===== src/sv/ipu_pkg.sv =====
// ----------------------------------------------------------------------------
// ipu_pkg
// Shared types and constants for the integer pixel upscaler.
// ----------------------------------------------------------------------------
package ipu_pkg;

	localparam int PIX_W  = 24;
	localparam int FACT_W = 7;
	localparam int LEN_W  = 11;
	localparam int PAD_W  = 2;
	localparam int APB_AW = 4;
	localparam int APB_DW = 32;

	// Register map, word index taken from paddr[3:2]
	typedef enum logic [1:0] {
		REG_SCALE = 2'd0,
		REG_WIDTH = 2'd1,
		REG_ROWS  = 2'd2
	} reg_idx_t;

	typedef enum logic {
		REQ_PIXEL = 1'b0,
		REQ_PULL  = 1'b1
	} req_t;

	typedef enum logic {
		KIND_PIXEL   = 1'b0,
		KIND_REFUSED = 1'b1
	} kind_t;

	// Effective (clamped) configuration plus the restart strobe
	typedef struct packed {
		logic [FACT_W-1:0] factor;
		logic [LEN_W-1:0]  width;
		logic [LEN_W-1:0]  rows;
		logic [PAD_W-1:0]  pad;
		logic              restart;
	} cfg_t;

endpackage


===== src/sv/ipu_cfg.sv =====
// ----------------------------------------------------------------------------
// ipu_cfg
// APB register file; clamps settings and derives the row padding count.
// ----------------------------------------------------------------------------
module ipu_cfg import ipu_pkg::*; #(
	parameter int MAX_WIDTH  = 1024,
	parameter int MAX_FACTOR = 100
) (
	input  logic              clk,
	input  logic              arst_n,
	input  logic              psel,
	input  logic              penable,
	input  logic              pwrite,
	input  logic [APB_AW-1:0] paddr,
	input  logic [APB_DW-1:0] pwdata,
	output logic [APB_DW-1:0] prdata,
	output logic              pready,
	output cfg_t              cfg
);

	localparam int WCAP = (MAX_WIDTH < 2047) ? MAX_WIDTH : 2047;
	localparam int FCAP = (MAX_FACTOR < 127) ? MAX_FACTOR : 127;

	logic [FACT_W-1:0] scale_q;
	logic [LEN_W-1:0]  width_q;
	logic [LEN_W-1:0]  rows_q;
	logic              wr_en;
	logic [1:0]        idx;
	logic [3:0]        pad_prod;

	assign pready = 1'b1;
	assign wr_en  = psel && penable && pwrite;
	assign idx    = paddr[3:2];

	always_ff @(posedge clk or negedge arst_n) begin
		if (!arst_n) begin
			scale_q <= FACT_W'(1);
			width_q <= LEN_W'(1);
			rows_q  <= LEN_W'(1);
		end else if (wr_en) begin
			unique case (idx)
				REG_SCALE: scale_q <= pwdata[FACT_W-1:0];
				REG_WIDTH: width_q <= pwdata[LEN_W-1:0];
				REG_ROWS:  rows_q  <= pwdata[LEN_W-1:0];
				default: ;
			endcase
		end
	end

	always_comb begin
		unique case (idx)
			REG_SCALE: prdata = APB_DW'(scale_q);
			REG_WIDTH: prdata = APB_DW'(width_q);
			REG_ROWS:  prdata = APB_DW'(rows_q);
			default:   prdata = '0;
		endcase
	end

	// Zero acts as one; large values saturate at the build limits
	always_comb begin
		if (scale_q == '0) begin
			cfg.factor = FACT_W'(1);
		end else if (32'(scale_q) > FCAP) begin
			cfg.factor = FACT_W'(FCAP);
		end else begin
			cfg.factor = scale_q;
		end
		if (width_q == '0) begin
			cfg.width = LEN_W'(1);
		end else if (32'(width_q) > WCAP) begin
			cfg.width = LEN_W'(WCAP);
		end else begin
			cfg.width = width_q;
		end
		cfg.rows = (rows_q == '0) ? LEN_W'(1) : rows_q;
	end

	// (width * factor) mod 4 only needs the low two bits of each
	assign pad_prod    = {2'b00, cfg.width[1:0]} * {2'b00, cfg.factor[1:0]};
	assign cfg.pad     = pad_prod[PAD_W-1:0];
	assign cfg.restart = wr_en && ((idx == REG_SCALE) || (idx == REG_WIDTH) || (idx == REG_ROWS));

endmodule


===== config.mk =====
export PLATFORM = sky130hd
export DESIGN_NAME = ipu_cfg
export DESIGN_NICKNAME = d
export VERILOG_FILES = /design/src/sv/ipu_pkg.sv /design/src/sv/ipu_cfg.sv
export SDC_FILE = /design/constraint.sdc
export NUM_CORES = 1
export LEC_CHECK = 0
export BUFFER_PORTS_ARGS = -buffer_cell sky130_fd_sc_hd__buf_4
export CAP_MARGIN = 5
export CELL_PAD_IN_SITES_DETAIL_PLACEMENT = 0
export CELL_PAD_IN_SITES_GLOBAL_PLACEMENT = 1
export CORE_MARGIN = 1
export CORE_UTILIZATION = 30
export CTS_CLUSTER_DIAMETER = 80
export DETAILED_ROUTE_END_ITERATION = 6
export GPL_TIMING_DRIVEN = 0
export PLACE_DENSITY = 0.83
export SYNTH_ARGS = -nofsm -noshare
export SYNTH_HDL_FRONTEND = slang
export SYNTH_SLANG_ARGS = --single-unit

===== constraint.sdc =====
create_clock -name clk -period 2.05 [get_ports clk]
set_input_delay 0.1025 -clock clk [delete_from_list [all_inputs] [get_ports clk]]
set_output_delay 0.1025 -clock clk [all_outputs]
set_load 0.005 [all_outputs]

==> results.md <==
Synthesis:
- After synthesis the cells add up to between 1500 and 2000 sq um.
- Counting distinct cell types in the post-synthesis netlist gives 36.
- The synthesized area per cell is around 11 sq um.
- Synthesis produced 172 cells.
- During synthesis, Yosys emitted a total of 0 warnings.
- The share of the Yosys chip area taken by registers is 38.8%.
- The register bit total from synthesis is 29.

Placement:
- The cell area after placement is 2500 sq um.
- Prior to clock tree synthesis, the placed netlist has a worst setup slack of approximately 470 ps.
- The weighted congestion at the end of routability-driven global placement is 0.816.
- The number of port buffers is 60.
- The half-perimeter wire length after detailed placement is 3.62 mm.

Setup path:
- The worst path arrival time is 1790 ps.
- Measured in cells, the most critical reg-to-reg path has a length of 3.
- The kind of start point of the critical path is a flop.
- The reg-to-reg setup timing slack is 1170 ps.
- The worst endpoint required time is ~2000 ps.
- The worst setup path is captured at an output port.
- The reg-to-reg startpoint is width_q[10]$_DFFE_PN0P_.
- The setup path with the least slack is of type flop to output port.
- The most critical setup path has its endpoint at cfg[2].
- The worst register-to-register path ends at width_q[10]$_DFFE_PN0P_.
- Along the worst path, the maximum fanout reaches 4.
- The launching element of the worst setup path is width_q[1]$_DFFE_PN0P_.

Global route:
- The number of global-route vias before repair came to between 1000 and 1500.
- The initial antenna violation count was 0.
- Entering global routing, the biggest net connects 30 pins.
- The first global-routing pass estimated 7.07 mm of wire.
- Global routing used 14.9% of the available tracks across all layers.
- The global route total overflow is 0.

Timing:
- The number of pins exceeding their max-slew limit in the final report is 0.
- Of the available clock period, the critical path in the final layout requires 92.3%.
- Setup repair after global routing left no endpoint under its margin.
- The number of setup violations in the final report is 0.
- Across all setup checks in the final design, the least slack found is 157 ps.
- Timing would allow up to 528 MHz.
- The final setup TNS is 0 ps.
- The final clock skew is 0 ps.
- The number of hold-slack violations in the final timing report is 0.
- The final critical delay including setup and external delays is 1890 ps.

Layout:
- 0 antenna diodes ended up in the layout.
- The final net count is 301.
- The area growth from synthesis to layout is 39.9%.
- The ratio of cells with drive above 1 in the final layout is about half.
- The final instance area is approximately 2600 sq um.
- The filler cells instantiated in the layout total approximately 590.

Power and ir drop:
- IR analysis of the VDD net gives a maximum drop of approximately 0.37 mV.
- Dividing total power by cell area gives a power density of 905 nW/um^2.
- In this run the static leakage power is 1.32 nW.

CTS:
- The total CTS buffers is 5.
- Clock tree synthesis found a total of 29 sinks.
- The number of H-tree levels is 2.
- The number of buffers inserted to repair setup after CTS is 0.
- The worst-skew pair later-pin latency is between 200 and 300 ps.
- Counting along the longest clock path gives a buffer depth of 2.
- The cell sitting at the root of the clock tree is a sky130_fd_sc_hd__clkbuf_8.
- TritonCTS built the clock tree.
- The count of instances resized after the clock tree is built is 0.
- Clock-pin slew was measured on the worst setup and hold paths at around 60 ps.

Die:
- The count of boundary I/O pins is 106.
- The floorplan step set the die height to 81.1 um.
- The core footprint is 5990 sq um.
- The starting utilization of the core area is 31.4%.
- The number of standard-cell rows in the floorplan is 28.
- The area of the die is 6580 sq um.
- The overall die width is between 80 and 90 um.

Drt:
- The DRC violation count after routing is 0.
- The vias per cell is about 4.4.
- The via count is 1482.
- The mean routed wirelength per cell is 13.9 um.
- In this run the remaining antenna-violating nets after routing total 0.
- The routed wire length is roughly 4.7 mm.
- The first detailed-routing pass ran for 4 iterations.
- The number of DRC markers after the initial detailed-route iteration is 55.

Status:
- The flow ran to the end, and the final reports show no timing, DRC or antenna violations.

Flow run:
- The count of max-cap constraint violations is 0.

Min path:
- The type of the most critical hold path is input port to flop.
==> metrics by stage <==
stage	total power [W]	instances	util [%]	hold WS (ps)
global placement	0.00174	327	41.7	43.0
floorplan	0.00131	192	-	-193
CTS	0.00240	336	43.9	32.9
finish	0.00238	336	43.9	37.2
detailed placement	0.00176	327	41.7	44.1
global route	0.00252	336	43.9	44.6
==> cells by family (layout without fill, tap and decap cells) <==
kind of cell / Yosys count / after routing / share of synthesized area, %
xor+xnor: 1 / 1 / 0.466
other cells: 2 / 22 / 0.400
flops: 29 / 29 / 38.8
buf+inv: 44 / 113 / 14.9
compound gates: 20 / 20 / 7.39
simple gates: 41 / 41 / 13.9
mux: 35 / 35 / 24.1
==> synthesized netlist by cell type <==
| library cell | count | area (sq um) |
|---|---|---|
| sky130_fd_sc_hd__a211oi_2 | 1 | 12.5 |
| sky130_fd_sc_hd__nor4_1 | 5 | 31.3 |
| sky130_fd_sc_hd__a31oi_1 | 1 | 6.26 |
| sky130_fd_sc_hd__clkbuf_2 | 1 | 5.00 |
| sky130_fd_sc_hd__clkbuf_1 | 13 | 48.8 |
| sky130_fd_sc_hd__mux2i_1 | 7 | 70.1 |
| sky130_fd_sc_hd__o21ai_0 | 8 | 40.0 |
| sky130_fd_sc_hd__inv_1 | 3 | 11.3 |
| sky130_fd_sc_hd__nor2b_1 | 10 | 62.6 |
| sky130_fd_sc_hd__and2b_1 | 1 | 7.51 |
| sky130_fd_sc_hd__nand2_1 | 10 | 37.5 |
| sky130_fd_sc_hd__xor2_1 | 1 | 8.76 |
| sky130_fd_sc_hd__dfstp_2 | 3 | 78.8 |
| sky130_fd_sc_hd__mux2_4 | 18 | 270 |
| sky130_fd_sc_hd__dfrtp_1 | 26 | 651 |
| sky130_fd_sc_hd__nand3_4 | 1 | 17.5 |
| sky130_fd_sc_hd__a32oi_1 | 1 | 8.76 |
| sky130_fd_sc_hd__a22o_1 | 4 | 35.0 |
| sky130_fd_sc_hd__buf_2 | 1 | 5.00 |
| sky130_fd_sc_hd__a21oi_1 | 1 | 5.00 |
| sky130_fd_sc_hd__nor2_1 | 5 | 18.8 |
| sky130_fd_sc_hd__nor3_4 | 1 | 16.3 |
| sky130_fd_sc_hd__a31o_2 | 1 | 8.76 |
| sky130_fd_sc_hd__mux2_2 | 10 | 113 |
| sky130_fd_sc_hd__and2_1 | 2 | 12.5 |
| sky130_fd_sc_hd__conb_1 | 2 | 7.51 |
| sky130_fd_sc_hd__buf_6 | 4 | 45.0 |
| sky130_fd_sc_hd__a21boi_0 | 1 | 7.51 |
| sky130_fd_sc_hd__nor4_2 | 1 | 12.5 |
| sky130_fd_sc_hd__nand2b_1 | 2 | 12.5 |
| sky130_fd_sc_hd__nor3_1 | 1 | 5.00 |
| sky130_fd_sc_hd__nor4b_1 | 1 | 8.76 |
| sky130_fd_sc_hd__o21a_1 | 1 | 7.51 |
| sky130_fd_sc_hd__nor3b_4 | 1 | 18.8 |
| sky130_fd_sc_hd__buf_4 | 22 | 165 |
| sky130_fd_sc_hd__o21bai_1 | 1 | 7.51 |
==> power by group <==
part | leakage (nW) | switching, W | internal [W]
logic | 0.915 | 0.000317 | 0.000545
clock network | 0.0574 | 0.000234 | 0.000395
registers | 0.350 | 0.000170 | 0.000717
total | 1.32 | 0.000721 | 0.00166
==> critical path: stages, from the launching register on <==
cell	delay, ps
sky130_fd_sc_hd__dfrtp_1	420
sky130_fd_sc_hd__nor4_2	350
sky130_fd_sc_hd__a32oi_1	260
sky130_fd_sc_hd__nand2b_1	210
sky130_fd_sc_hd__xor2_1	140
sky130_fd_sc_hd__buf_4	130
==> repair_timing <==
action	in CTS	in global routing
endpoints found under the hold margin	26	0
setup endpoints to repair	0	0
hold buffers	1	0
==> flip-flops by register name (all words and copies together) (netlist names) <==
name / flops
scale_q: 7
rows_q: 11
width_q: 11
==> cells in the final DEF, fill, tap and decap left out, drive strengths merged, types with 2 or more instances in the layout <==
cell type / Yosys / layout
buf: 27 / 87
mux2: 28 / 28
dfrtp: 26 / 26
conb: 2 / 22
clkbuf: 14 / 20
nor2b: 10 / 10
nand2: 10 / 10
o21ai: 8 / 8
mux2i: 7 / 7
nor4: 6 / 6
nor2: 5 / 5
a22o: 4 / 4
inv: 3 / 3
dfstp: 3 / 3
nand2b: 2 / 2
and2: 2 / 2
nor3: 2 / 2
==> cell type report <==
| type | count | area [sq um] | area share [%] |
|---|---|---|---|
| clock buffer | 6 | 82.6 | 3.14 |
| buffer | 41 | 269 | 10.2 |
| timing repair buffer | 61 | 460 | 17.5 |
| clock inverter | 2 | 37.5 | 1.43 |
| inverter | 3 | 11.3 | 0.428 |
| sequential | 29 | 729 | 27.7 |
| multi-input combinational | 119 | 945 | 35.9 |
| tap | 75 | 93.8 | 3.57 |
==> per-layer routing <==
| metal | track usage, % | vias up | wire, um |
|---|---|---|---|
| met5 | 0 | - | 0 |
| li1 | - | 710 | - |
| met2 | 25.2 | 57 | 2280 |
| met4 | 4.11 | 0 | 34 |
| met1 | 18.2 | 713 | 2050 |
| met3 | 4.49 | 2 | 320 |
==> how the worst min path moves through the flow <==
| stage | startpoint | end | cells past startpoint | slack, ps |
|---|---|---|---|---|
| finish | pwdata[10] | width_q[10]$_DFFE_PN0P_ | 3 | 40 |
| global route | pwdata[10] | width_q[10]$_DFFE_PN0P_ | 3 | 40 |
| CTS | pwdata[10] | width_q[10]$_DFFE_PN0P_ | 3 | 30 |
| detailed placement | arst_n | rows_q[8]$_DFFE_PN0P_ | 1 | 40 |
| global placement | arst_n | rows_q[8]$_DFFE_PN0P_ | 1 | 40 |
| floorplan | arst_n | rows_q[10]$_DFFE_PN0P_ | 0 | -190 |
No activity file was read; power rests on OpenSTA's default activity.
