### config.mk
export PLATFORM = sky130hd
export DESIGN_NAME = ipu_seq_flat
export DESIGN_NICKNAME = d
export VERILOG_FILES = /design/src/sv/ipu_pkg.sv /design/src/sv/ipu_if.sv /design/src/sv/ipu_seq.sv /design/src/flat_wrapper.sv
export SDC_FILE = /design/constraint.sdc
export NUM_CORES = 1
export LEC_CHECK = 0
export BUFFER_PORTS_ARGS = -buffer_cell sky130_fd_sc_hd__buf_2
export CORE_ASPECT_RATIO = 1.75
export CORE_UTILIZATION = 52
export CTS_CLUSTER_DIAMETER = 80
export CTS_CLUSTER_SIZE = 10
export DETAILED_ROUTE_END_ITERATION = 10
export GPL_TIMING_DRIVEN = 0
export PLACE_DENSITY = 0.87
export SYNTH_ARGS = -nofsm -noshare
export SYNTH_HDL_FRONTEND = slang
export SYNTH_SLANG_ARGS = --single-unit
### constraint.sdc
create_clock -name clk -period 4.4 [get_ports clk]
set_input_delay 0.44 -clock clk [delete_from_list [all_inputs] [get_ports clk]]
set_output_delay 0.44 -clock clk [all_outputs]
set_load 0.05 [all_outputs]
### src/sv/ipu_pkg.sv
// ----------------------------------------------------------------------------
// ipu_pkg
// Shared types and constants for the integer pixel upscaler.
// ----------------------------------------------------------------------------
package ipu_pkg;

	localparam int PIX_W  = 24;
	localparam int FACT_W = 7;
	localparam int LEN_W  = 11;
	localparam int PAD_W  = 2;
	localparam int APB_AW = 4;
	localparam int APB_DW = 32;

	// Register map, word index taken from paddr[3:2]
	typedef enum logic [1:0] {
		REG_SCALE = 2'd0,
		REG_WIDTH = 2'd1,
		REG_ROWS  = 2'd2
	} reg_idx_t;

	typedef enum logic {
		REQ_PIXEL = 1'b0,
		REQ_PULL  = 1'b1
	} req_t;

	typedef enum logic {
		KIND_PIXEL   = 1'b0,
		KIND_REFUSED = 1'b1
	} kind_t;

	// Effective (clamped) configuration plus the restart strobe
	typedef struct packed {
		logic [FACT_W-1:0] factor;
		logic [LEN_W-1:0]  width;
		logic [LEN_W-1:0]  rows;
		logic [PAD_W-1:0]  pad;
		logic              restart;
	} cfg_t;

endpackage

### src/sv/ipu_if.sv
// ----------------------------------------------------------------------------
// ipu_in_if / ipu_out_if
// Valid/ready channels for request beats and result beats.
// ----------------------------------------------------------------------------
interface ipu_in_if;
	logic        valid;
	logic        ready;
	logic        req_type;
	logic [23:0] pixel_in;

	modport source (output valid, output req_type, output pixel_in, input ready);
	modport sink   (input valid, input req_type, input pixel_in, output ready);
endinterface

interface ipu_out_if;
	logic        valid;
	logic        ready;
	logic        kind;
	logic [23:0] pixel_out;
	logic [1:0]  pad_bytes;
	logic        row_last;
	logic        image_last;

	modport source (output valid, output kind, output pixel_out, output pad_bytes,
		output row_last, output image_last, input ready);
	modport sink   (input valid, input kind, input pixel_out, input pad_bytes,
		input row_last, input image_last, output ready);
endinterface

### src/sv/ipu_seq.sv
// ----------------------------------------------------------------------------
// ipu_seq
// Fill and replay sequencer around the line store, with the result stage.
// ----------------------------------------------------------------------------
module ipu_seq import ipu_pkg::*; #(
	parameter int MAX_WIDTH  = 1024,
	parameter int MAX_FACTOR = 100,
	localparam int AW = (MAX_WIDTH > 1) ? $clog2(MAX_WIDTH) : 1,
	localparam int FB = (MAX_FACTOR > 1) ? $clog2(MAX_FACTOR) : 1
) (
	input  logic             clk,
	input  logic             arst_n,
	input  cfg_t             cfg,
	ipu_in_if.sink           in_ch,
	ipu_out_if.source        out_ch,
	output logic             ram_we,
	output logic [AW-1:0]    ram_waddr,
	output logic [PIX_W-1:0] ram_wdata,
	output logic             ram_re,
	output logic [AW-1:0]    ram_raddr,
	input  logic [PIX_W-1:0] ram_rdata
);

	logic              replaying_q;
	logic [AW-1:0]     fill_q;
	logic [AW-1:0]     col_q;
	logic [FB-1:0]     hrep_q;
	logic [FB-1:0]     vrep_q;
	logic [LEN_W-1:0]  rows_q;

	logic              valid_s1;
	logic              kind_s1;
	logic [PAD_W-1:0]  pad_s1;
	logic              rlast_s1;
	logic              ilast_s1;

	logic acc, is_fill, is_refuse, is_pull;
	logic fill_done, h_done, c_done, v_done, r_done, row_end, img_end;

	assign in_ch.ready = !valid_s1 || out_ch.ready;
	assign acc         = in_ch.valid && in_ch.ready;
	assign is_fill     = acc && (in_ch.req_type == REQ_PIXEL) && !replaying_q;
	assign is_refuse   = acc && (in_ch.req_type == REQ_PIXEL) && replaying_q;
	assign is_pull     = acc && (in_ch.req_type == REQ_PULL) && replaying_q;

	assign fill_done = (32'(fill_q) + 32'd1) >= 32'(cfg.width);
	assign h_done    = (32'(hrep_q) + 32'd1) >= 32'(cfg.factor);
	assign c_done    = (32'(col_q) + 32'd1) >= 32'(cfg.width);
	assign v_done    = (32'(vrep_q) + 32'd1) >= 32'(cfg.factor);
	assign r_done    = (32'(rows_q) + 32'd1) >= 32'(cfg.rows);
	assign row_end   = h_done && c_done;
	assign img_end   = row_end && v_done && r_done;

	assign ram_we    = is_fill;
	assign ram_waddr = fill_q;
	assign ram_wdata = in_ch.pixel_in;
	assign ram_re    = is_pull;
	assign ram_raddr = col_q;

	always_ff @(posedge clk or negedge arst_n) begin
		if (!arst_n) begin
			replaying_q <= 1'b0;
			fill_q      <= '0;
			col_q       <= '0;
			hrep_q      <= '0;
			vrep_q      <= '0;
			rows_q      <= '0;
		end else begin
			priority if (cfg.restart) begin
				replaying_q <= 1'b0;
				fill_q      <= '0;
				col_q       <= '0;
				hrep_q      <= '0;
				vrep_q      <= '0;
				rows_q      <= '0;
			end else if (is_fill) begin
				if (fill_done) begin
					fill_q      <= '0;
					replaying_q <= 1'b1;
					col_q       <= '0;
					hrep_q      <= '0;
					vrep_q      <= '0;
				end else begin
					fill_q <= fill_q + AW'(1);
				end
			end else if (is_pull) begin
				if (!h_done) begin
					hrep_q <= hrep_q + FB'(1);
				end else begin
					hrep_q <= '0;
					if (!c_done) begin
						col_q <= col_q + AW'(1);
					end else begin
						col_q <= '0;
						if (!v_done) begin
							vrep_q <= vrep_q + FB'(1);
						end else begin
							vrep_q      <= '0;
							replaying_q <= 1'b0;
							rows_q      <= r_done ? '0 : rows_q + LEN_W'(1);
						end
					end
				end
			end else begin
			end
		end
	end

	always_ff @(posedge clk or negedge arst_n) begin
		if (!arst_n) begin
			valid_s1 <= 1'b0;
		end else if (in_ch.ready) begin
			valid_s1 <= is_refuse || is_pull;
		end
	end

	always_ff @(posedge clk) begin
		if (in_ch.ready) begin
			kind_s1  <= is_refuse ? KIND_REFUSED : KIND_PIXEL;
			pad_s1   <= (is_pull && row_end) ? cfg.pad : '0;
			rlast_s1 <= is_pull && row_end;
			ilast_s1 <= is_pull && img_end;
		end
	end

	assign out_ch.valid      = valid_s1;
	assign out_ch.kind       = kind_s1;
	assign out_ch.pixel_out  = (kind_s1 == KIND_REFUSED) ? '0 : ram_rdata;
	assign out_ch.pad_bytes  = pad_s1;
	assign out_ch.row_last   = rlast_s1;
	assign out_ch.image_last = ilast_s1;

endmodule

### src/flat_wrapper.sv
// flat-port wrapper written by rule: the top's interface ports become plain ports
module ipu_seq_flat import ipu_pkg::*;
#(
	parameter int MAX_WIDTH  = 1024,
	parameter int MAX_FACTOR = 100,
	localparam int AW = (MAX_WIDTH > 1) ? $clog2(MAX_WIDTH) : 1,
	localparam int FB = (MAX_FACTOR > 1) ? $clog2(MAX_FACTOR) : 1
)
  (clk, arst_n, cfg, ram_we, ram_waddr, ram_wdata, ram_re, ram_raddr, ram_rdata, in_ch_valid, in_ch_req_type, in_ch_pixel_in, in_ch_ready, out_ch_valid, out_ch_kind, out_ch_pixel_out, out_ch_pad_bytes, out_ch_row_last, out_ch_image_last, out_ch_ready);
  ipu_in_if in_ch_i ();
  ipu_out_if out_ch_i ();
  input  logic clk;
  input  logic arst_n;
  input  cfg_t cfg;
  output logic ram_we;
  output logic [AW-1:0] ram_waddr;
  output logic [PIX_W-1:0] ram_wdata;
  output logic ram_re;
  output logic [AW-1:0] ram_raddr;
  input  logic [PIX_W-1:0] ram_rdata;
  input wire logic [$bits(in_ch_i.valid)-1:0] in_ch_valid;
  input wire logic [$bits(in_ch_i.req_type)-1:0] in_ch_req_type;
  input wire logic [$bits(in_ch_i.pixel_in)-1:0] in_ch_pixel_in;
  output wire logic [$bits(in_ch_i.ready)-1:0] in_ch_ready;
  output wire logic [$bits(out_ch_i.valid)-1:0] out_ch_valid;
  output wire logic [$bits(out_ch_i.kind)-1:0] out_ch_kind;
  output wire logic [$bits(out_ch_i.pixel_out)-1:0] out_ch_pixel_out;
  output wire logic [$bits(out_ch_i.pad_bytes)-1:0] out_ch_pad_bytes;
  output wire logic [$bits(out_ch_i.row_last)-1:0] out_ch_row_last;
  output wire logic [$bits(out_ch_i.image_last)-1:0] out_ch_image_last;
  input wire logic [$bits(out_ch_i.ready)-1:0] out_ch_ready;
  assign in_ch_i.valid = in_ch_valid;
  assign in_ch_i.req_type = in_ch_req_type;
  assign in_ch_i.pixel_in = in_ch_pixel_in;
  assign in_ch_ready = in_ch_i.ready;
  assign out_ch_valid = out_ch_i.valid;
  assign out_ch_kind = out_ch_i.kind;
  assign out_ch_pixel_out = out_ch_i.pixel_out;
  assign out_ch_pad_bytes = out_ch_i.pad_bytes;
  assign out_ch_row_last = out_ch_i.row_last;
  assign out_ch_image_last = out_ch_i.image_last;
  assign out_ch_i.ready = out_ch_ready;
  ipu_seq #(.MAX_WIDTH(MAX_WIDTH), .MAX_FACTOR(MAX_FACTOR)) u_core (.clk(clk), .arst_n(arst_n), .cfg(cfg), .in_ch(in_ch_i), .out_ch(out_ch_i), .ram_we(ram_we), .ram_waddr(ram_waddr), .ram_wdata(ram_wdata), .ram_re(ram_re), .ram_raddr(ram_raddr), .ram_rdata(ram_rdata));
endmodule
==> results of run 1 <==
worst paths after layout:
check / slack [ns] / to
max in group asynchronous: 3.41 / u_core.vrep_q[2]
setup / recovery: 0.55 / u_core.rows_q[6]
min in group clk: 0.44 / u_core.out_ch.pad_bytes[0]
hold / removal: 0.32 / u_core.ram_raddr[0]
hold reg to reg: 0.57 / u_core.ram_raddr[1]
setup reg to reg: 0.55 / u_core.rows_q[6]
registers in the layout (all words and copies together), names as in the netlist:
signal,cells
u_core.rows_q,11
u_core.ram_raddr,10
u_core.ram_waddr,10
u_core.hrep_q,7
u_core.vrep_q,7
u_core.out_ch.pad_bytes,2
u_core.out_ch.image_last,1
u_core.out_ch.kind,1
u_core.out_ch.row_last,1
u_core.out_ch.valid,1
u_core.replaying_q,1
metal layers:
metal	vias up	GRT usage (%)	part of all wire, %
met4	0	13.8	2.7
met3	25	2.59	3.8
met5	-	0	0
met1	2188	29.7	39
li1	2176	-	-
met2	162	48.7	55
synthesized netlist by cell type, drive strengths merged (9+ instances only):
| master | number | share of area [%] |
|---|---|---|
| nand4 | 21 | 3.1 |
| xor2 | 12 | 2.2 |
| and3 | 14 | 1.9 |
| a21oi | 13 | 1.5 |
| nor2 | 19 | 1.6 |
| nor2b | 42 | 5.6 |
| nor3 | 9 | 1.2 |
| ha | 52 | 14 |
| nand2 | 31 | 2.5 |
| a22o | 12 | 2.2 |
| nand2b | 10 | 1.3 |
| dfrtp | 47 | 25 |
| nand3 | 28 | 3.1 |
| inv | 35 | 2.8 |
| o21ai | 31 | 3.4 |
| buf | 34 | 5.2 |
| xnor2 | 17 | 3.2 |
critical path, stage by stage, from the launching register on:
cell,delay (ns)
sky130_fd_sc_hd__dfrtp_1,0.46
sky130_fd_sc_hd__ha_1,0.23
sky130_fd_sc_hd__nand3_1,0.27
sky130_fd_sc_hd__nor3_1,0.33
sky130_fd_sc_hd__and3_1,0.20
sky130_fd_sc_hd__nor2b_1,0.05
sky130_fd_sc_hd__or2_2,0.30
sky130_fd_sc_hd__ha_1,0.29
sky130_fd_sc_hd__and3_1,0.20
sky130_fd_sc_hd__a221o_1,0.30
sky130_fd_sc_hd__a41o_1,0.26
sky130_fd_sc_hd__a211oi_4,0.45
sky130_fd_sc_hd__buf_6,0.21
sky130_fd_sc_hd__nand4_1,0.11
sky130_fd_sc_hd__nand3_1,0.12
stage by stage:
step	instances	util, %	area [um^2]	setup slack (ns)
final	791	65.4	5710	0.546
after global placement	783	63.4	5530	0.770
after CTS	791	65.4	5710	0.603
after detailed placement	783	63.4	5530	0.633
after global routing	791	65.4	5710	0.360
after floorplan	529	-	4700	1.15
cell type report:
| type | instances | share of cell area (%) |
|---|---|---|
| Timing Repair Buffer | 137 | 12.0 |
| Multi-Input combinational cell | 399 | 51.9 |
| Buffer | 42 | 4.80 |
| Sequential cell | 52 | 23.2 |
| Inverter | 36 | 2.37 |
| Clock buffer | 6 | 2.43 |
| Clock inverter | 2 | 0.679 |
| Tap cell | 117 | 2.56 |
power groups by stage:
stage | logic, uW | clock network, uW | registers, uW
after floorplan | 473 | 0 | 646
final | 738 | 464 | 569
after global placement | 714 | 0 | 574
after CTS | 739 | 475 | 567
after detailed placement | 736 | 0 | 576
after global routing | 789 | 489 | 575
cell families (layout without fill, tap and decap cells):
| kind of cell | count (synthesis) | count (layout) | share of synthesized area (%) |
|---|---|---|---|
| AND/OR/NAND/NOR | 197 | 197 | 23.8 |
| AO/OA/AOI/OAI | 116 | 116 | 18.9 |
| buffers and inverters | 78 | 223 | 8.70 |
| adder cells (fa/ha/maj) | 52 | 52 | 13.8 |
| flip-flops | 52 | 52 | 28.2 |
| XOR/XNOR | 29 | 29 | 5.40 |
| multiplexers | 5 | 5 | 1.09 |
==> out/qor.csv, run 1 <==
stage;metric;value;unit
timing;final hold slack;0.318;ns
detailed_routing;total via count after detailed routing;4551;
global_routing;largest net degree at the start of global routing;48;
run;maximum capacitance violations;0;
global_routing;global-route congestion overflow total;0;
clock_network;CTS root buf;sky130_fd_sc_hd__clkbuf_16;
die;Starting Density;53.9;%
clock_network;insertion delay to the later sink of the worst-skew pair;0.30;ns
timing;minimum period implied by the final worst setup slack;3.85;ns
worst_setup_path;critical path class;flip-flop to flip-flop;
global_routing;wire length of the first global-routing pass;19900;um
cells_and_area;area added between synthesis and finish;21.5;%
worst_setup_path;CP Data Required Time;4.63;ns
die;number of placement rows;45;
placement;Detailed Place HPWL;9960;um
clock_network;clock tree buffer depth;2;
die;die span in x;73.9;um
cells_and_area;Filler cells;721;
cells_and_area;top library cells by usage in the layout, fill and taps aside;sky130_fd_sc_hd__buf_2, sky130_fd_sc_hd__ha_1, sky130_fd_sc_hd__dfrtp_1;
timing;slew at the pin with the worst max-slew slack;1.06;ns
logic_synthesis;total nets after synthesis;666;
power_and_ir_drop;clock network power share;26.2;%
cells_and_area;ratio of cells with drive above 1 in the final layout;30.3;%
power_and_ir_drop;share of power burned in registers;32.1;%
clock_network;quantity of gates resized following cts;0;
timing;clock skew;0.00470;ns
worst_setup_path;critical path capture point type;flip-flop;
worst_setup_path;Crit Path Max Fanout;10;
die;IO Count;162;
timing;fin. max-slew vios;0;
detailed_routing;DRT Pass-1 Iters;4;
worst_setup_path;Setup crit start;u_core.rows_q[0];
die;floorplan die height;128;um
outcome;status;completed;
clock_network;CTS H-tree depth;2;
logic_synthesis;flip-flop cell with the highest count after synthesis;sky130_fd_sc_hd__dfrtp_1;
power_and_ir_drop;share of total power consumed by net switching;42.5;%
timing;final critical-path share of the clock period;87.6;%
die;area of the die;0.00944;mm^2
power_and_ir_drop;Peak supply drop;0.188;mV
cells_and_area;multi-input combinational cell area;0.00297;mm^2
logic_synthesis;number of instances in the synthesized netlist;529;
detailed_routing;average via count per standard cell;5.75;
clock_network;TritonCTS clock tree;built;
power_and_ir_drop;power spent charging and discharging nets;752;uW
clock_network;Post-CTS Repair Setup Buffers;0;
logic_synthesis;count of flip-flops with a built-in enable after synthesis;5;
logic_synthesis;fraction of registers with async set or reset after synthesis;90.4;%
detailed_routing;average routed wire per standard cell;15.8;um
timing;worst slew margin relative to its limit;29.2;%
logic_synthesis;sequential fraction of the synthesis area;28.2;%
cells_and_area;number of nets at the end of the flow;810;
logic_synthesis;number of warnings reported in the yosys synthesis log;0;
timing;maximum achievable frequency;0.259;GHz
power_and_ir_drop;total power draw;1770;uW
worst_setup_path;origin of the critical flop-to-flop path;u_core.rows_q[0];
placement;placer congestion estimate;0.973;
timing;setup repair after global routing missed its margin;no;
hold_path;Hold/Removal Path Class;primary input to async pin;
clock_network;count of clock tree sinks;52;
clock_network;Inserted Clock Buffers;5;
power_and_ir_drop;cell-internal power;1020;uW
timing;Setup-failing EPs final;0;
logic_synthesis;synthesized flop and latch total;52;
cells_and_area;Sequential Area;0.00133;mm^2
worst_setup_path;worst reg-to-reg path cell count;14;
power_and_ir_drop;combinational share of power;41.7;%
detailed_routing;number of DRC markers after the initial detailed-route iteration;269;
die;core footprint;0.00873;mm^2
detailed_routing;Antenna Nets Post-Route;0;
timing;setup TNS;0;ns
worst_setup_path;Critical Path Source Type;flip-flop;
logic_synthesis;number of distinct standard cells referenced by the synthesized netlist;65;
timing;final count of hold timing violations;0;
global_routing;initial antenna violation count;0;
power_and_ir_drop;total leakage power;0.00311;uW
detailed_routing;Detailed Route WL;12500;um
placement;Port Buffers;137;
clock_network;clock edge transition at the registers on the reported setup and hold paths;0.07;ns
logic_synthesis;syn_area_per_cell;8.89;um^2
cells_and_area;leading cell type in the layout, fill and taps excluded;sky130_fd_sc_hd__buf_2;
cells_and_area;antenna diode instance count;0;
global_routing;Global Route Usage Sum;26.7;%
worst_setup_path;WP data arrival;4.08;ns
logic_synthesis;Netlist Area Pre-Place;0.00470;mm^2
clock_network;CTS Hold Bufs;0;
global_routing;via count of the first global-routing pass;4479;
power_and_ir_drop;power density normalized to cell area;310;mW/mm^2
detailed_routing;DRC errors left;0;
(Power assumes the default switching activity.)
==> run 2: changes to the inputs <==
--- a/config.mk
+++ b/config.mk
@@ -5,14 +5,14 @@
 export SDC_FILE = /design/constraint.sdc
 export NUM_CORES = 1
 export LEC_CHECK = 0
-export BUFFER_PORTS_ARGS = -buffer_cell sky130_fd_sc_hd__buf_2
 export CORE_ASPECT_RATIO = 1.75
-export CORE_UTILIZATION = 52
+export CORE_UTILIZATION = 60
 export CTS_CLUSTER_DIAMETER = 80
 export CTS_CLUSTER_SIZE = 10
 export DETAILED_ROUTE_END_ITERATION = 10
+export DONT_BUFFER_PORTS = 1
 export GPL_TIMING_DRIVEN = 0
-export PLACE_DENSITY = 0.87
+export PLACE_DENSITY = 0.81
 export SYNTH_ARGS = -nofsm -noshare
 export SYNTH_HDL_FRONTEND = slang
 export SYNTH_SLANG_ARGS = --single-unit
==> out/qor.csv, run 2 (same netlist as run 1, synthesis figures left out) <==
stage;metric;value;unit
outcome;status;completed;
timing;clock skew;0.00559;ns
timing;final hold slack;0.288;ns
global_routing;via count of the first global-routing pass;4047;
detailed_routing;Antenna Nets Post-Route;0;
clock_network;insertion delay to the later sink of the worst-skew pair;0.30;ns
worst_setup_path;critical path capture point type;flip-flop;
worst_setup_path;WP data arrival;4.03;ns
detailed_routing;Detailed Route WL;11300;um
timing;worst slew margin relative to its limit;33.1;%
cells_and_area;Post-Route Utilization;66.5;%
cells_and_area;number of nets at the end of the flow;675;
detailed_routing;wire length on met1;4250;um
die;area of the die;0.00821;mm^2
clock_network;TritonCTS clock tree;built;
hold_path;Hold/Removal Path Class;primary input to flip-flop;
detailed_routing;DRT Pass-1 Iters;5;
worst_setup_path;origin of the critical flop-to-flop path;u_core.ram_raddr[0];
die;number of placement rows;42;
clock_network;count of clock tree sinks;52;
clock_network;Inserted Clock Buffers;5;
power_and_ir_drop;Peak supply drop;0.274;mV
placement;Port Buffers;0;
worst_setup_path;peak per-stage delay on the critical path;0.73;ns
worst_setup_path;crit-path most repeated cell;sky130_fd_sc_hd__and3_1;
detailed_routing;total via count after detailed routing;3954;
global_routing;Global Route Usage Sum;29.4;%
clock_network;quantity of gates resized following cts;0;
timing;setup TNS;0;ns
timing;final critical-path share of the clock period;86.7;%
global_routing;wire length of the first global-routing pass;18400;um
worst_setup_path;worst path bufs/invs;1;
die;core footprint;0.00757;mm^2
placement;Detailed Place HPWL;8850;um
power_and_ir_drop;power density normalized to cell area;335;mW/mm^2
clock_network;clock edge transition at the registers on the reported setup and hold paths;0.07;ns
timing;fin. max-slew vios;0;
worst_setup_path;Crit Path Max Fanout;10;
detailed_routing;average via count per standard cell;6.31;
clock_network;clock tree buffer depth;2;
detailed_routing;average routed wire per standard cell;18.0;um
timing;maximum achievable frequency;0.262;GHz
die;die span in x;68.9;um
run;maximum capacitance violations;0;
global_routing;global-route congestion overflow total;0;
timing;minimum period implied by the final worst setup slack;3.82;ns
cells_and_area;leading cell type in the layout, fill and taps excluded;sky130_fd_sc_hd__ha_1;
worst_setup_path;Crit path max-delay family;simple AND/OR/NAND/NOR gates;
placement;placer congestion estimate;0.930;
timing;Setup-failing EPs final;0;
die;Starting Density;62.1;%
cells_and_area;Largest register FFs;11;
die;IO Count;162;
detailed_routing;number of DRC markers after the initial detailed-route iteration;177;
clock_network;Post-CTS Repair Setup Buffers;0;
detailed_routing;routed length on met3;453;um
detailed_routing;uppermost routed layer;met4;
timing;slew at the pin with the worst max-slew slack;1.00;ns
cells_and_area;register bank with the most flops;u_core.rows_q;
worst_setup_path;CP Data Required Time;4.61;ns
cells_and_area;antenna diode instance count;0;
die;floorplan die height;119;um
worst_setup_path;cell with the largest stage delay on the worst path;sky130_fd_sc_hd__dfrtp_1;
timing;final count of hold timing violations;0;
global_routing;initial antenna violation count;0;
cells_and_area;ratio of cells with drive above 1 in the final layout;12.6;%
cells_and_area;top library cells by usage in the layout, fill and taps aside;sky130_fd_sc_hd__ha_1, sky130_fd_sc_hd__dfrtp_1, sky130_fd_sc_hd__nor2b_1;
power_and_ir_drop;total leakage power;0.00254;uW
clock_network;CTS H-tree depth;2;
worst_setup_path;Critical Path Source Type;flip-flop;
hold_path;hold wc startpoint;in_ch_valid;
power_and_ir_drop;total power draw;1680;uW
detailed_routing;met2 WL post-DR;6100;um
cells_and_area;area added between synthesis and finish;7.03;%
worst_setup_path;critical path class;flip-flop to flip-flop;
detailed_routing;DRC errors left;0;
timing;setup repair after global routing missed its margin;no;
global_routing;largest net degree at the start of global routing;48;
worst_setup_path;Cell Chain, Critical Path;and3_1 > nand3_1 > nor2_1 > and3_1 > xor2_1 > ha_1 > a21o_1 > a21oi_1 > and2_1 > a21boi_2 > buf_4 > nand3_2 > o2bb2ai_1;
clock_network;CTS root buf;sky130_fd_sc_hd__clkbuf_16;
worst_setup_path;Setup crit start;u_core.ram_raddr[0];
==> run 2: cell types whose count changed in the layout (fill, tap and decap cells not counted) <==
cell                            previous run  this run
sky130_fd_sc_hd__buf_16                    0         1
sky130_fd_sc_hd__buf_2                   143         6
sky130_fd_sc_hd__clkbuf_8                  1         2
sky130_fd_sc_hd__clkinv_4                  1         0
sky130_fd_sc_hd__dlygate4sd3_1             0         1
==> run 2: metrics by stage <==
step | area, um^2 | instances | worst slack (ns)
global placement | 4810 | 617 | 0.706
detailed placement | 4810 | 617 | 0.602
finish | 5030 | 627 | 0.583
CTS | 5030 | 627 | 0.576
floorplan | 4700 | 529 | 1.15
global route | 5030 | 627 | 0.279
==> run 2: timing repair <==
| action | CTS | global route |
|---|---|---|
| setup endpoints to repair | 0 | 0 |
| hold buffers | 2 | 0 |
| hold endpoints to repair | 47 | 0 |
==> run 2: area by class of cell <==
cell class              instances  area (um^2)
plain buffers                  42          274
clock buffers                   7          153
clock inverters                 1         30.0
fillers                       591         2540
inverters                      36          135
multi-input cells             399         2970
flip-flops and latches         52         1330
well taps                      88          110
repair buffers                  2         37.5
==> run 2: routing by layer <==
metal	GRT usage (%)	vias up
met5	0	-
met4	15.7	0
met3	4.69	35
met2	51.3	133
met1	32.1	1879
li1	-	1907
==> run 2: final timing paths <==
path | depth (start not counted) | slack (ns) | endpoint
min in group asynchronous | 2 | 0.64 | u_core.ram_waddr[2]
worst min-delay path | 2 | 0.29 | u_core.out_ch.valid
worst max register to register | 13 | 0.58 | u_core.ram_raddr[2]
worst min register to register | 1 | 0.56 | u_core.vrep_q[5]
max in group asynchronous | 2 | 3.53 | u_core.ram_raddr[2]
worst max-delay path | 13 | 0.58 | u_core.ram_raddr[2]
==> run 2: power breakdown <==
part,internal (uW),switching (uW)
clock,300,176
sequential,525,128
combinational,143,412
